File: src/sv/timestamp_stream_merger_defines.svh
// assertion macros for the timestamp stream merger
// used by the top level; expects a clock named clk and a reset named rst
`ifndef TIMESTAMP_STREAM_MERGER_DEFINES_SVH
`define TIMESTAMP_STREAM_MERGER_DEFINES_SVH

// same-cycle implication
`define TSM_ASSERT_NOW(lbl, ante, cons, msg) \
  lbl: assert property (@(posedge clk) disable iff (rst) (ante) |-> (cons)) else $error(msg);

// next-cycle implication
`define TSM_ASSERT_NEXT(lbl, ante, cons, msg) \
  lbl: assert property (@(posedge clk) disable iff (rst) (ante) |=> (cons)) else $error(msg);

`endif

File: src/sv/tsm_pkg.sv
`timescale 1ns / 1ps
// shared types and codes for the timestamp stream merger
// no dependencies
package tsm_pkg;

  typedef enum logic [1:0] {
    OP_PUSH  = 2'd0,
    OP_CLOSE = 2'd1,
    OP_POP   = 2'd2,
    OP_NOP   = 2'd3
  } opcode_t;

  typedef enum logic [1:0] {
    ST_RECORD = 2'd0,
    ST_WAIT   = 2'd1,
    ST_DONE   = 2'd2,
    ST_ACK    = 2'd3
  } result_t;

  typedef enum logic [1:0] {
    CFG_WINDOW_START = 2'd0,
    CFG_WINDOW_END   = 2'd1,
    CFG_TIME_SELECT  = 2'd2,
    CFG_UNUSED       = 2'd3
  } cfg_index_t;

  typedef enum logic [1:0] {
    TS_SYSTEM = 2'd0,
    TS_PLANT  = 2'd1,
    TS_LOCAL  = 2'd2,
    TS_ALIAS  = 2'd3
  } time_sel_t;

  typedef enum logic [3:0] {
    S_IDLE,
    S_POP,
    S_PREF_CHK,
    S_CHECK,
    S_SCAN_RD,
    S_SCAN_CMP,
    S_DECIDE,
    S_EMIT
  } state_t;

  typedef struct packed {
    logic [63:0] sys_stamp;
    logic [63:0] plant_stamp;
    logic [63:0] loc_stamp;
    logic [63:0] value;
    logic [31:0] flags;
  } rec_t;

  // controller to datapath
  typedef struct packed {
    logic    push;
    logic    close;
    logic    rd_served;
    logic    rd_scan;
    logic    scan_clr;
    logic    scan_cmp;
    logic    scan_next;
    logic    take_pref;
    logic    emit;
    logic    set_done;
    logic    load_res;
    result_t res_kind;
  } cmd_t;

  // datapath to controller
  typedef struct packed {
    logic done;
    logic pref_avail;
    logic pref_match;
    logic open_empty;
    logic any_data;
    logic past_end;
    logic scan_last;
    logic out_free;
  } stat_t;

  // selected stamp; the unused code acts as the system stamp
  function automatic logic [63:0] pick_time(input time_sel_t sel, input rec_t r);
    logic [63:0] t;
    case (sel)
      TS_PLANT: t = r.plant_stamp;
      TS_LOCAL: t = r.loc_stamp;
      default:  t = r.sys_stamp;
    endcase
    return t;
  endfunction

endpackage

File: src/sv/tsm_ctrl.sv
`timescale 1ns / 1ps
// controller for the timestamp stream merger: sequences push, close and pop
// depends on tsm_pkg
module tsm_ctrl import tsm_pkg::*; (
  input  logic    clk,
  input  logic    rst,
  input  logic    in_accept,
  input  opcode_t opcode,
  input  stat_t   stat,
  output logic    idle,
  output cmd_t    cmd
);

  state_t state, state_next;

  always_ff @(posedge clk) begin
    if (rst) begin
      state <= S_IDLE;
    end else begin
      state <= state_next;
    end
  end

  // next state
  always_comb begin
    state_next = state;
    case (state)
      S_IDLE: begin
        if (in_accept && opcode == OP_POP) state_next = S_POP;
      end
      S_POP: begin
        if (stat.done) begin
          if (stat.out_free) state_next = S_IDLE;
        end else if (stat.pref_avail) begin
          state_next = S_PREF_CHK;
        end else begin
          state_next = S_CHECK;
        end
      end
      S_PREF_CHK: begin
        state_next = stat.pref_match ? S_EMIT : S_CHECK;
      end
      S_CHECK: begin
        if (stat.open_empty) begin
          if (stat.out_free) state_next = S_IDLE;
        end else begin
          state_next = S_SCAN_RD;
        end
      end
      S_SCAN_RD: state_next = S_SCAN_CMP;
      S_SCAN_CMP: begin
        state_next = stat.scan_last ? S_DECIDE : S_SCAN_RD;
      end
      S_DECIDE: begin
        if (!stat.any_data || stat.past_end) begin
          if (stat.out_free) state_next = S_IDLE;
        end else begin
          state_next = S_EMIT;
        end
      end
      S_EMIT: begin
        if (stat.out_free) state_next = S_IDLE;
      end
      default: state_next = S_IDLE;
    endcase
  end

  // outputs
  always_comb begin
    cmd  = '0;
    idle = (state == S_IDLE);
    case (state)
      S_IDLE: begin
        if (in_accept) begin
          case (opcode)
            OP_PUSH: begin
              cmd.push     = 1'b1;
              cmd.load_res = 1'b1;
              cmd.res_kind = ST_ACK;
            end
            OP_CLOSE: begin
              cmd.close    = 1'b1;
              cmd.load_res = 1'b1;
              cmd.res_kind = ST_ACK;
            end
            OP_POP: ;
            default: begin
              cmd.load_res = 1'b1;
              cmd.res_kind = ST_ACK;
            end
          endcase
        end
      end
      S_POP: begin
        if (stat.done) begin
          cmd.load_res = stat.out_free;
          cmd.res_kind = ST_DONE;
        end else if (stat.pref_avail) begin
          cmd.rd_served = 1'b1;
        end
      end
      S_PREF_CHK: begin
        cmd.take_pref = stat.pref_match;
      end
      S_CHECK: begin
        if (stat.open_empty) begin
          cmd.load_res = stat.out_free;
          cmd.res_kind = ST_WAIT;
        end else begin
          cmd.scan_clr = 1'b1;
        end
      end
      S_SCAN_RD: cmd.rd_scan = 1'b1;
      S_SCAN_CMP: begin
        cmd.scan_cmp  = 1'b1;
        cmd.scan_next = !stat.scan_last;
      end
      S_DECIDE: begin
        if (!stat.any_data || stat.past_end) begin
          cmd.load_res = stat.out_free;
          cmd.set_done = stat.out_free;
          cmd.res_kind = ST_DONE;
        end
      end
      S_EMIT: cmd.emit = stat.out_free;
      default: ;
    endcase
  end

endmodule

File: config.mk
export PLATFORM = sky130hd
export DESIGN_NAME = tsm_ctrl
export DESIGN_NICKNAME = d
export VERILOG_FILES = /design/src/sv/timestamp_stream_merger_defines.svh /design/src/sv/tsm_pkg.sv /design/src/sv/tsm_ctrl.sv
export SDC_FILE = /design/constraint.sdc
export NUM_CORES = 1
export LEC_CHECK = 0
export ABC_AREA = 0
export BUFFER_PORTS_ARGS = -buffer_cell sky130_fd_sc_hd__buf_4
export CAP_MARGIN = 5
export CORE_AREA = 5 5 42 44
export CTS_CLUSTER_SIZE = 12
export DETAILED_ROUTE_END_ITERATION = 8
export DIE_AREA = 0 0 47 49
export GPL_TIMING_DRIVEN = 0
export PLACE_DENSITY = 0.74
export SYNTH_ARGS = -nofsm -noshare
export SYNTH_HDL_FRONTEND = slang
export SYNTH_SLANG_ARGS = --single-unit
File: constraint.sdc
create_clock -name clk -period 2.3 [get_ports clk]
set_input_delay 0.46 -clock clk [delete_from_list [all_inputs] [get_ports clk]]
set_output_delay 0.46 -clock clk [all_outputs]
set_load 0.02 [all_outputs]
Word-level counts from Yosys, hierarchy flattened:

Cells that the tools add are included.

* bits in registers: 4
* bits of input ports: 13
* output and inout port bits: 14
* logic and storage cells: 46

* equal/unequal tests: 10
* muxes and demuxes: 29
* reductions and logical operators: 6

Operators by type and width (number)
* 4-bit case mux with 8 select lines: 1
* 4-bit 2-to-1 mux: 6
* 4-bit by 3-bit == test with 1-bit output (second input constant): 4
* 3-bit 2-to-1 mux: 5
* 1-bit 2-to-1 mux: 12
* 3-bit case mux with 4 select lines: 1
* 4-bit by 2-bit == test with 1-bit output (second input constant): 2
* 2-bit 2-to-1 mux: 4
* 4-bit by 1-bit == test with 1-bit output (second input constant): 1
* 4-bit logical NOT: 1
* 2-bit by 1-bit == test with 1-bit output (second input constant): 1
* 2-bit == test (second input constant): 1
* 1-bit logical NOT: 2
* 2-bit logical NOT: 1
* 2-bit by 1-bit inequality test with 1-bit output (second input constant): 1
* 1-bit logical AND: 1
* 1-bit logical OR: 1

Depth between registers and ports, before layout:

Gate-level depths: netlist of the first run.

* word-level depth: 4
* mapped depth: 5
* mapped depth without buffers: 4

Least setup slack after synthesis of the first run:

OpenSTA, ideal clock, no wires.

* path kind: register -> output
* start point: reg state[1]
* end point: out cmd[11] (netlist name)
* arrival: 1.639 ns
* required time: 1.840 ns
* slack: 0.201 ns
* stages on the path, launching flop included: 4
* path buffers: 0
* cell sequence: dfxtp_1 nor4_2 nand2_1 nor3b_1

RTL lines
* start, declared: RTL line tsm_ctrl.sv:14 `state_t state, state_next;`
* start signal, assigned: RTL line tsm_ctrl.sv:20 `state <= state_next;`
* end, declared: RTL line tsm_ctrl.sv:11 `output cmd_t cmd`

==> flow_summary.yaml, run 1 <==
clocking:
  cts_tree: "yes"
  htreeDepth: 1
  cts_repair_resize_count: 0
  cts_setup_buffers: 0
  clock-sinks: 4
  insertion_delay_ns: 0.23
  clkSlewWorstSetupHoldPaths_ns: 0.04
  cts-buffers-inserted: 3
  cts_buffer_depth: 2
  holdBufCountCts: 0
  root_buffer: "clkbuf_4"
grt:
  grt_max_degree: 11
  track_usage_pct: 11.67
  first_global_vias: 487
  grt-ovfl-total: 0
  met3_usage_pct: 6.642
  use_met2_pct: 16.06
  grt_busiest_layer: "met1"
  grt_pass1_wl_um: 2035
  groute.layer.met1.usage_pct: 16.85
  grt_antenna_before_repair: 0
finish:
  top_register: "state"
  nNetsFinal: 111
  final_common_cell: "buf_4"
  multi_input_area_um2: 326.6
  post-route-util_pct: 47.77
  antenna_cells: 0
  instances_no_fill: 112
  n_fill_cell: 152
  largest_register_ffs: 4
  syn_to_final_growth_pct: 55.07
  drive_gt1_share_pct: 35.42
  register_area_um2: 80.08
  reg_top3: "state: 4 flops"
  mostFrequentLayoutCells: "buf_4, nand2_1, nor2_1, nor3_1, nand2b_1"
floorplan:
  die_w_um: 47
  num_rows: 14
  io_pins: 27
  start_util_pct: 30.80
  coreArea_um2: 1401
  die_area_um2: 2303
  fp.dieH_um: 49
yosys:
  async_reset_ff_share_pct: 0
  avgSynthCellArea_um2: 6.443
  yosysSeqAreaShare_pct: 18.55
  syn_area_um2: 431.7
  synth-main-ff-cell: "dfxtp_1"
  yosysWarnings: 0
  synth_edf_count: 0
  synthesis.nets: 80
  syn_inst: 67
  ys_ff_latch: 4
  synthDistinctLibCells: 25
setup_path:
  worst-path-max-fanout: 4
  cp.required_ns: 1.84
  arrival_ns: 1.45
  cp-start-kind: "flip-flop"
  path_class: "flip-flop to output pin"
  end_kind: "output pin"
sta:
  slew_viol_final: 0
  period_needed_ns: 1.910
  timing.clock.skew_ns: 0.0004071
  max_clock_freq_ghz: 0.5237
  hold-worst-slack_ns: 0.5416
  setup_viol: 0
  min_period_over_period_pct: 83.03
  fin_setup_tns_ns: 0
  rsz0062_at_grt: "false"
  finalHoldViolations: 0
  finalWorstSetupSlack_ns: 0.3904
power_and_ir_drop:
  power.leakage_nw: 0.2940
  powerDensity_nw_per_um2: 337.3
  ir_drop_mv: 0.3103
routing:
  drt_iter0_markers: 3
  ant_nets: 0
  post_drt_wl_per_cell_um: 10.77
  drt-pass1-iter-count: 4
  drc_errors: 0
  num_vias: 558
  routed_via_density: 4.982
  finalWirelength_um: 1206
run_status:
  status: "finished clean"
placement:
  port_buffers: 26
  place_inst: 109
  gp_congestion: 0.7697
  dpl.hpwl_um: 990.6
  place_ws_ns: 0.4690
hold_path:
  hp-class: "primary input to flip-flop"
flow_run:
  cap_violations: 0
-- power by group --
part | switching (W) | leakage [nW] | internal, W
Combinational | 0.0000334 | 0.247 | 0.0000328
Clock | 0.0000255 | 0.0138 | 0.0000582
Sequential | 0.00000390 | 0.0328 | 0.0000720
-- cell families after synthesis --
group | synth area share [%]
other cells | 0.8687
compound gates | 17.68
flops | 18.55
mux | 4.638
simple gates | 52.46
buf+inv | 5.796
-- layout make-up --
cell class | count | share of cell area [%]
Multi-Input combinational cell | 59 | 48.79
Inverter | 1 | 0.5607
Timing Repair Buffer | 26 | 29.16
Tap cell | 16 | 2.991
Sequential cell | 4 | 11.96
Buffer | 3 | 3.178
Clock buffer | 3 | 3.364
-- routing by layer --
metal	up-vias	part of all wire, %	routed length [um]
li1	293	-	-
met1	248	45	548
met2	17	45	542
met3	0	9.5	114
met4	0	0	0
met5	-	0	0
-- worst max-delay path: stages, from the launching register on --
cell and delay (ns):
dfxtp_1 0.32, nor4_2 0.41, nand2_1 0.12, nor3b_1 0.20, buf_4 0.17
-- Yosys cell counts (all sizes together), types with 2 or more instances --
| master | n | area share [%] |
|---|---|---|
| nor2b | 4 | 6.4 |
| mux2i | 2 | 4.6 |
| nand2b | 5 | 7.2 |
| o21ai | 5 | 5.8 |
| nand2 | 10 | 8.7 |
| a31oi | 2 | 2.9 |
| buf | 3 | 4.9 |
| nand3b | 2 | 3.5 |
| nand3 | 3 | 3.5 |
| nor3 | 6 | 7.0 |
| dfxtp | 4 | 19 |
| nor2 | 8 | 7.0 |
| a21oi | 3 | 3.5 |
| nor3b | 2 | 3.5 |
-- stage by stage --
step                total power [W]  instance area [um^2]
floorplan                 0.0001083                 431.7
global placement          0.0001429                 646.9
detailed placement        0.0001430                 646.9
CTS                       0.0002302                 669.4
global route              0.0002490                 669.4
finish                    0.0002258                 669.4
-- worst paths after layout --
| path | startpoint | end | slack (ns) | cells after the start |
|---|---|---|---|---|
| max | state[1]$_SDFFE_PP0P_ | cmd[11] | 0.39 | 4 |
| min | rst | state[2]$_SDFFE_PP0P_ | 0.54 | 3 |
| max reg2reg | state[1]$_SDFFE_PP0P_ | state[0]$_SDFFE_PP0P_ | 1.06 | 5 |
| min reg2reg | state[1]$_SDFFE_PP0P_ | state[2]$_SDFFE_PP0P_ | 0.64 | 3 |
No activity file was read; power rests on OpenSTA's default activity.
==> run 2: changes to the inputs <==
==> constraint.sdc (replaced) <==
create_clock -name clk -period 1.85 [get_ports clk]
set_input_delay 0.37 -clock clk [delete_from_list [all_inputs] [get_ports clk]]
set_output_delay 0.37 -clock clk [all_outputs]
set_load 0.02 [all_outputs]
==> run 2 against run 1 <==
Effect of this change: clock-buffer cell count is the same; combinational power grew 29%; core utilization rose by 2.6 points; global-route usage is 0.84 points higher; clock skew is 0.0062 ns higher; non-clock buffer count unchanged; power increased by 29%; sequential share of layout area shrank 0.083 points; worst setup slack worse by 0.29 ns; sequential cell count did not move; first-iteration DRC count grew to 4.7 times the previous value.
==> flow_summary.yaml, run 2 (synthesis gave the netlist of run 1 again) <==
power_and_ir_drop:
  ir_drop_mv: 0.5724
  power.leakage_nw: 0.3171
  powerDensity_nw_per_um2: 412.4
sta:
  rsz0062_at_grt: "true"
  setup_viol: 0
  min_period_over_period_pct: 94.63
  max_clock_freq_ghz: 0.5712
  hold-worst-slack_ns: 0.4114
  period_needed_ns: 1.751
  timing.clock.skew_ns: 0.006650
  slew_viol_final: 0
  finalHoldViolations: 0
  finalWorstSetupSlack_ns: 0.09929
floorplan:
  num_rows: 14
  fp.dieH_um: 49
  die_w_um: 47
  io_pins: 27
  coreArea_um2: 1401
  die_area_um2: 2303
  start_util_pct: 30.80
setup_path:
  cp.required_ns: 1.48
  critical_path.startpoint: "state[1]$_SDFFE_PP0P_"
  cp_slowest_stage_delay_ns: 0.35
  path_class: "flip-flop to output pin"
  cp-start-kind: "flip-flop"
  r2r-start: "state[0]$_SDFFE_PP0P_"
  end_kind: "output pin"
  crit_slowest_cell: "dfxtp_2"
  worst-path-max-fanout: 10
  r2r_cells: 4
  r2r-end: "state[0]$_SDFFE_PP0P_"
  ff2ff_setup_slack_ns: 0.64
  cp_cell_sequence: "buf_6, mux2i_1, nor2_1, a21oi_1, o21ai_1, buf_4"
  arrival_ns: 1.38
placement:
  dpl.hpwl_um: 1040
  place_ws_ns: 0.2033
  port_buffers: 26
  post_dp_cell_area_um2: 660.6
  gp_congestion: 0.8843
routing:
  drt_iter0_markers: 14
  highest_layer: "met3"
  num_vias: 579
  m1WireLength_um: 563
  drt-pass1-iter-count: 4
  finalWirelength_um: 1322
  drc_errors: 0
  ant_nets: 0
  post_drt_wl_per_cell_um: 11.80
  dr_wl_met2_um: 639
  routed_via_density: 5.170
  met3_length_um: 120
clocking:
  root_buffer: "clkbuf_4"
  insertion_delay_ns: 0.24
  cts_tree: "yes"
  clock-sinks: 4
  htreeDepth: 1
  clkSlewWorstSetupHoldPaths_ns: 0.04
  cts_setup_buffers: 0
  cts-buffers-inserted: 3
  cts_buffer_depth: 2
grt:
  grt_antenna_before_repair: 0
  grt_max_degree: 11
  track_usage_pct: 12.52
  first_global_vias: 522
  grt-ovfl-total: 0
  grt_pass1_wl_um: 2132
finish:
  n_fill_cell: 161
  syn_to_final_growth_pct: 63.48
  reg_top3: "state: 4 flops"
  drive_gt1_share_pct: 41.67
  design_area_um2: 705.7
  antenna_cells: 0
  largest_register_ffs: 4
  final_common_cell: "buf_4"
  top_register: "state"
  mostFrequentLayoutCells: "buf_4, nand2_1, nor2_1, nand2b_1, nor3_1"
  nNetsFinal: 111
  post-route-util_pct: 50.36
hold_path:
  holdPathEnd: "state[0]$_SDFFE_PP0P_"
  hold_depth: 3
  hp-class: "primary input to flip-flop"
  hp-start: "stat[6]"
run_status:
  status: "finished clean"
flow_run:
  cap_violations: 0
-- run 2: timing repair --
item,4_1_cts,5_1_grt
endpoints found under the setup margin,0,4
hold buffers,0,0
gates resized for setup,0,7
-- run 2: worst max path at each step --
stage,endpoint,slack (ns)
floorplan,cmd[12],0.06
global placement,cmd[2],0.22
detailed placement,cmd[1],0.20
CTS,cmd[1],0.008
global route,cmd[11],-0.009
finish,cmd[2],0.1
-- run 2: critical path: cells and delay by family (launching register included) --
| kind | cells | cell delay (ns) |
|---|---|---|
| DFF | 1 | 0.35 |
| buffers and inverters | 2 | 0.30 |
| and+or+nand+nor | 1 | 0.08 |
| AOI/OAI and AO/OA | 2 | 0.23 |
| muxes | 1 | 0.19 |
-- run 2: per-stage QoR --
| stage | instances | setup TNS (ns) | total power, W |
|---|---|---|---|
| floorplan | 67 | 0 | 0.0001369 |
| global placement | 109 | 0 | 0.0001800 |
| detailed placement | 109 | 0 | 0.0001811 |
| CTS | 112 | 0 | 0.0002941 |
| global route | 112 | -0.009495 | 0.0003175 |
| finish | 112 | 0 | 0.0002910 |
-- run 2: area by class of cell --
type | count | area (um^2) | area share, %
Timing Repair Buffer | 26 | 195.2 | 27.66
Buffer | 3 | 21.27 | 3.014
Clock buffer | 3 | 22.52 | 3.191
Multi-Input combinational cell | 59 | 359.1 | 50.89
Tap cell | 16 | 20.02 | 2.837
Inverter | 1 | 3.754 | 0.5319
Sequential cell | 4 | 83.83 | 11.88
-- run 2: power breakdown --
group,internal [W],total [W],leakage [nW],switching (W)
clock network,0.0000727,0.000110,0.0138,0.0000371
logic,0.0000421,0.0000851,0.269,0.0000430
registers,0.0000898,0.0000962,0.0342,0.00000640
total,0.000205,0.000291,0.317,0.0000865
-- run 2: routing by layer --
metal,track usage (%),vias up
li1,-,294
met1,15.75,261
met2,19.23,24
met3,6.642,0
met4,1.382,0
met5,0,-
==> run 3: changes to the inputs <==
--- a/config.mk
+++ b/config.mk
@@ -13,7 +13,9 @@
 export DETAILED_ROUTE_END_ITERATION = 8
 export DIE_AREA = 0 0 47 49
 export GPL_TIMING_DRIVEN = 0
+export HOLD_SLACK_MARGIN = 0.08
 export PLACE_DENSITY = 0.74
+export SETUP_SLACK_MARGIN = 0.1
 export SYNTH_ARGS = -nofsm -noshare
 export SYNTH_HDL_FRONTEND = slang
 export SYNTH_SLANG_ARGS = --single-unit
==> run 3 against run 2 <==
Effect of this change: worst setup slack improved by 0.036 ns; global-route usage grew 0.63 points; routed wire length rose by 7.4%; first-iteration DRC count is 14% lower; clock-buffer cell count did not move; critical endpoint unchanged; largest cell class unchanged; sequential power barely moved.
==> flow_summary.yaml, run 3 (synthesis gave the netlist of run 1 again) <==
run_status:
  status: "finished clean"
clocking:
  cts_buffer_depth: 2
  htreeDepth: 1
  cts_tree: "yes"
  cts-buffers-inserted: 3
  holdBufCountCts: 0
  insertion_delay_ns: 0.23
  clkSlewWorstSetupHoldPaths_ns: 0.04
  root_buffer: "clkbuf_4"
  clock-sinks: 4
finish:
  largest_register_ffs: 4
  reg_top3: "state: 4 flops"
  post-route-util_pct: 53.39
  syn_to_final_growth_pct: 73.33
  antenna_cells: 0
  multi_input_area_um2: 374.1
  final_common_cell: "buf_4"
  register_area_um2: 83.83
  top_register: "state"
  nNetsFinal: 114
  design_area_um2: 748.2
  instances_no_fill: 115
  mostFrequentLayoutCells: "buf_4, nand2_1, nor2_1, nand2b_1, clkbuf_4"
  drive_gt1_share_pct: 46.46
  n_fill_cell: 166
floorplan:
  die_w_um: 47
  coreArea_um2: 1401
  start_util_pct: 30.80
  io_pins: 27
  die_area_um2: 2303
  fp.dieH_um: 49
  num_rows: 14
grt:
  track_usage_pct: 13.15
  first_global_vias: 543
  grt-ovfl-total: 0
  grt_antenna_before_repair: 0
  grt_max_degree: 11
  grt_pass1_wl_um: 2290
routing:
  finalWirelength_um: 1420
  drt_iter0_markers: 12
  drc_errors: 0
  ant_nets: 0
  drt-pass1-iter-count: 5
  routed_via_density: 5.157
  post_drt_wl_per_cell_um: 12.35
  num_vias: 593
sta:
  finalHoldViolations: 0
  fin_setup_tns_ns: 0
  slew_viol_final: 0
  rsz0062_at_grt: "true"
  min_period_over_period_pct: 92.68
  period_needed_ns: 1.715
  timing.clock.skew_ns: 0.002051
  max_clock_freq_ghz: 0.5833
  setup_viol: 0
power_and_ir_drop:
  power.leakage_nw: 0.3337
  powerDensity_nw_per_um2: 393.3
  ir_drop_mv: 0.4590
setup_path:
  cp_cell_sequence: "buf_6, mux2i_1, nor2_1, a21oi_1, o21ai_1, buf_4"
  cp_slowest_stage_delay_ns: 0.35
  arrival_ns: 1.34
  cp-start-kind: "flip-flop"
  worst-path-max-fanout: 8
  crit_slowest_cell: "dfxtp_2"
  end_kind: "output pin"
  path_class: "flip-flop to output pin"
  cp.required_ns: 1.48
flow_run:
  cap_violations: 0
placement:
  dpl.hpwl_um: 1040
  post_dp_cell_area_um2: 665.6
  port_buffers: 26
  gp_congestion: 0.8931
  place_inst: 109
hold_path:
  hp-class: "primary input to flip-flop"
## run 3: final timing paths
| kind | from | end | slack [ns] | depth (start not counted) |
|---|---|---|---|---|
| min reg2reg | state[2]$_SDFFE_PP0P_ | state[0]$_SDFFE_PP0P_ | 0.71 | 4 |
| min | rst | state[2]$_SDFFE_PP0P_ | 0.45 | 3 |
| max reg2reg | state[3]$_SDFFE_PP0P_ | state[1]$_SDFFE_PP0P_ | 0.40 | 5 |
| max | state[1]$_SDFFE_PP0P_ | cmd[2] | 0.14 | 6 |
## run 3: repair_timing
action                                  CTS  global route
buffers inserted                          1             2
pin swaps                                 1             4
endpoints found under the setup margin    4            11
gates resized for setup                   3             8
## run 3: critical path: cells and delay by family (launching register included)
kind	cells	cell delay, ns
flip-flops	1	0.35
buffers and inverters	2	0.30
AO/OA/AOI/OAI	2	0.20
multiplexers	1	0.19
AND/OR/NAND/NOR	1	0.08
## run 3: metal layers
metal / global-route usage (%) / part of all wire (%) / routed length, um
met2: 18.78 / 50 / 713
met5: 0 / 0 / 0
met1: 18.60 / 40 / 572
met3: 5.904 / 9.4 / 133
met4: 1.382 / 0 / 0
## run 3: report_power, final
group          switching, W  internal, W   total, W
Combinational     0.0000457    0.0000472  0.0000930
Clock             0.0000326    0.0000724   0.000105
Sequential       0.00000649    0.0000898  0.0000963
Total             0.0000848     0.000209   0.000294
## run 3: per-stage QoR
step / hold WS, ns / total power [W] / setup slack, ns
2_1_floorplan: 0.5622 / 0.0001373 / 0.1680
3_3_place_gp: 0.6762 / 0.0001808 / 0.2127
3_5_place_dp: 0.6757 / 0.0001818 / 0.1989
4_1_cts: 0.4353 / 0.0002937 / 0.1084
5_1_grt: 0.4649 / 0.0003198 / 0.009497
6_report: 0.4542 / 0.0002943 / 0.1355
## run 3: area by class of cell
type / count / area share, %
tap: 16 / 2.676
sequential: 4 / 11.20
inverter: 1 / 0.5017
clock buffer: 3 / 3.010
timing repair buffer: 29 / 29.10
multi-input combinational: 59 / 50.00
buffer: 3 / 3.512
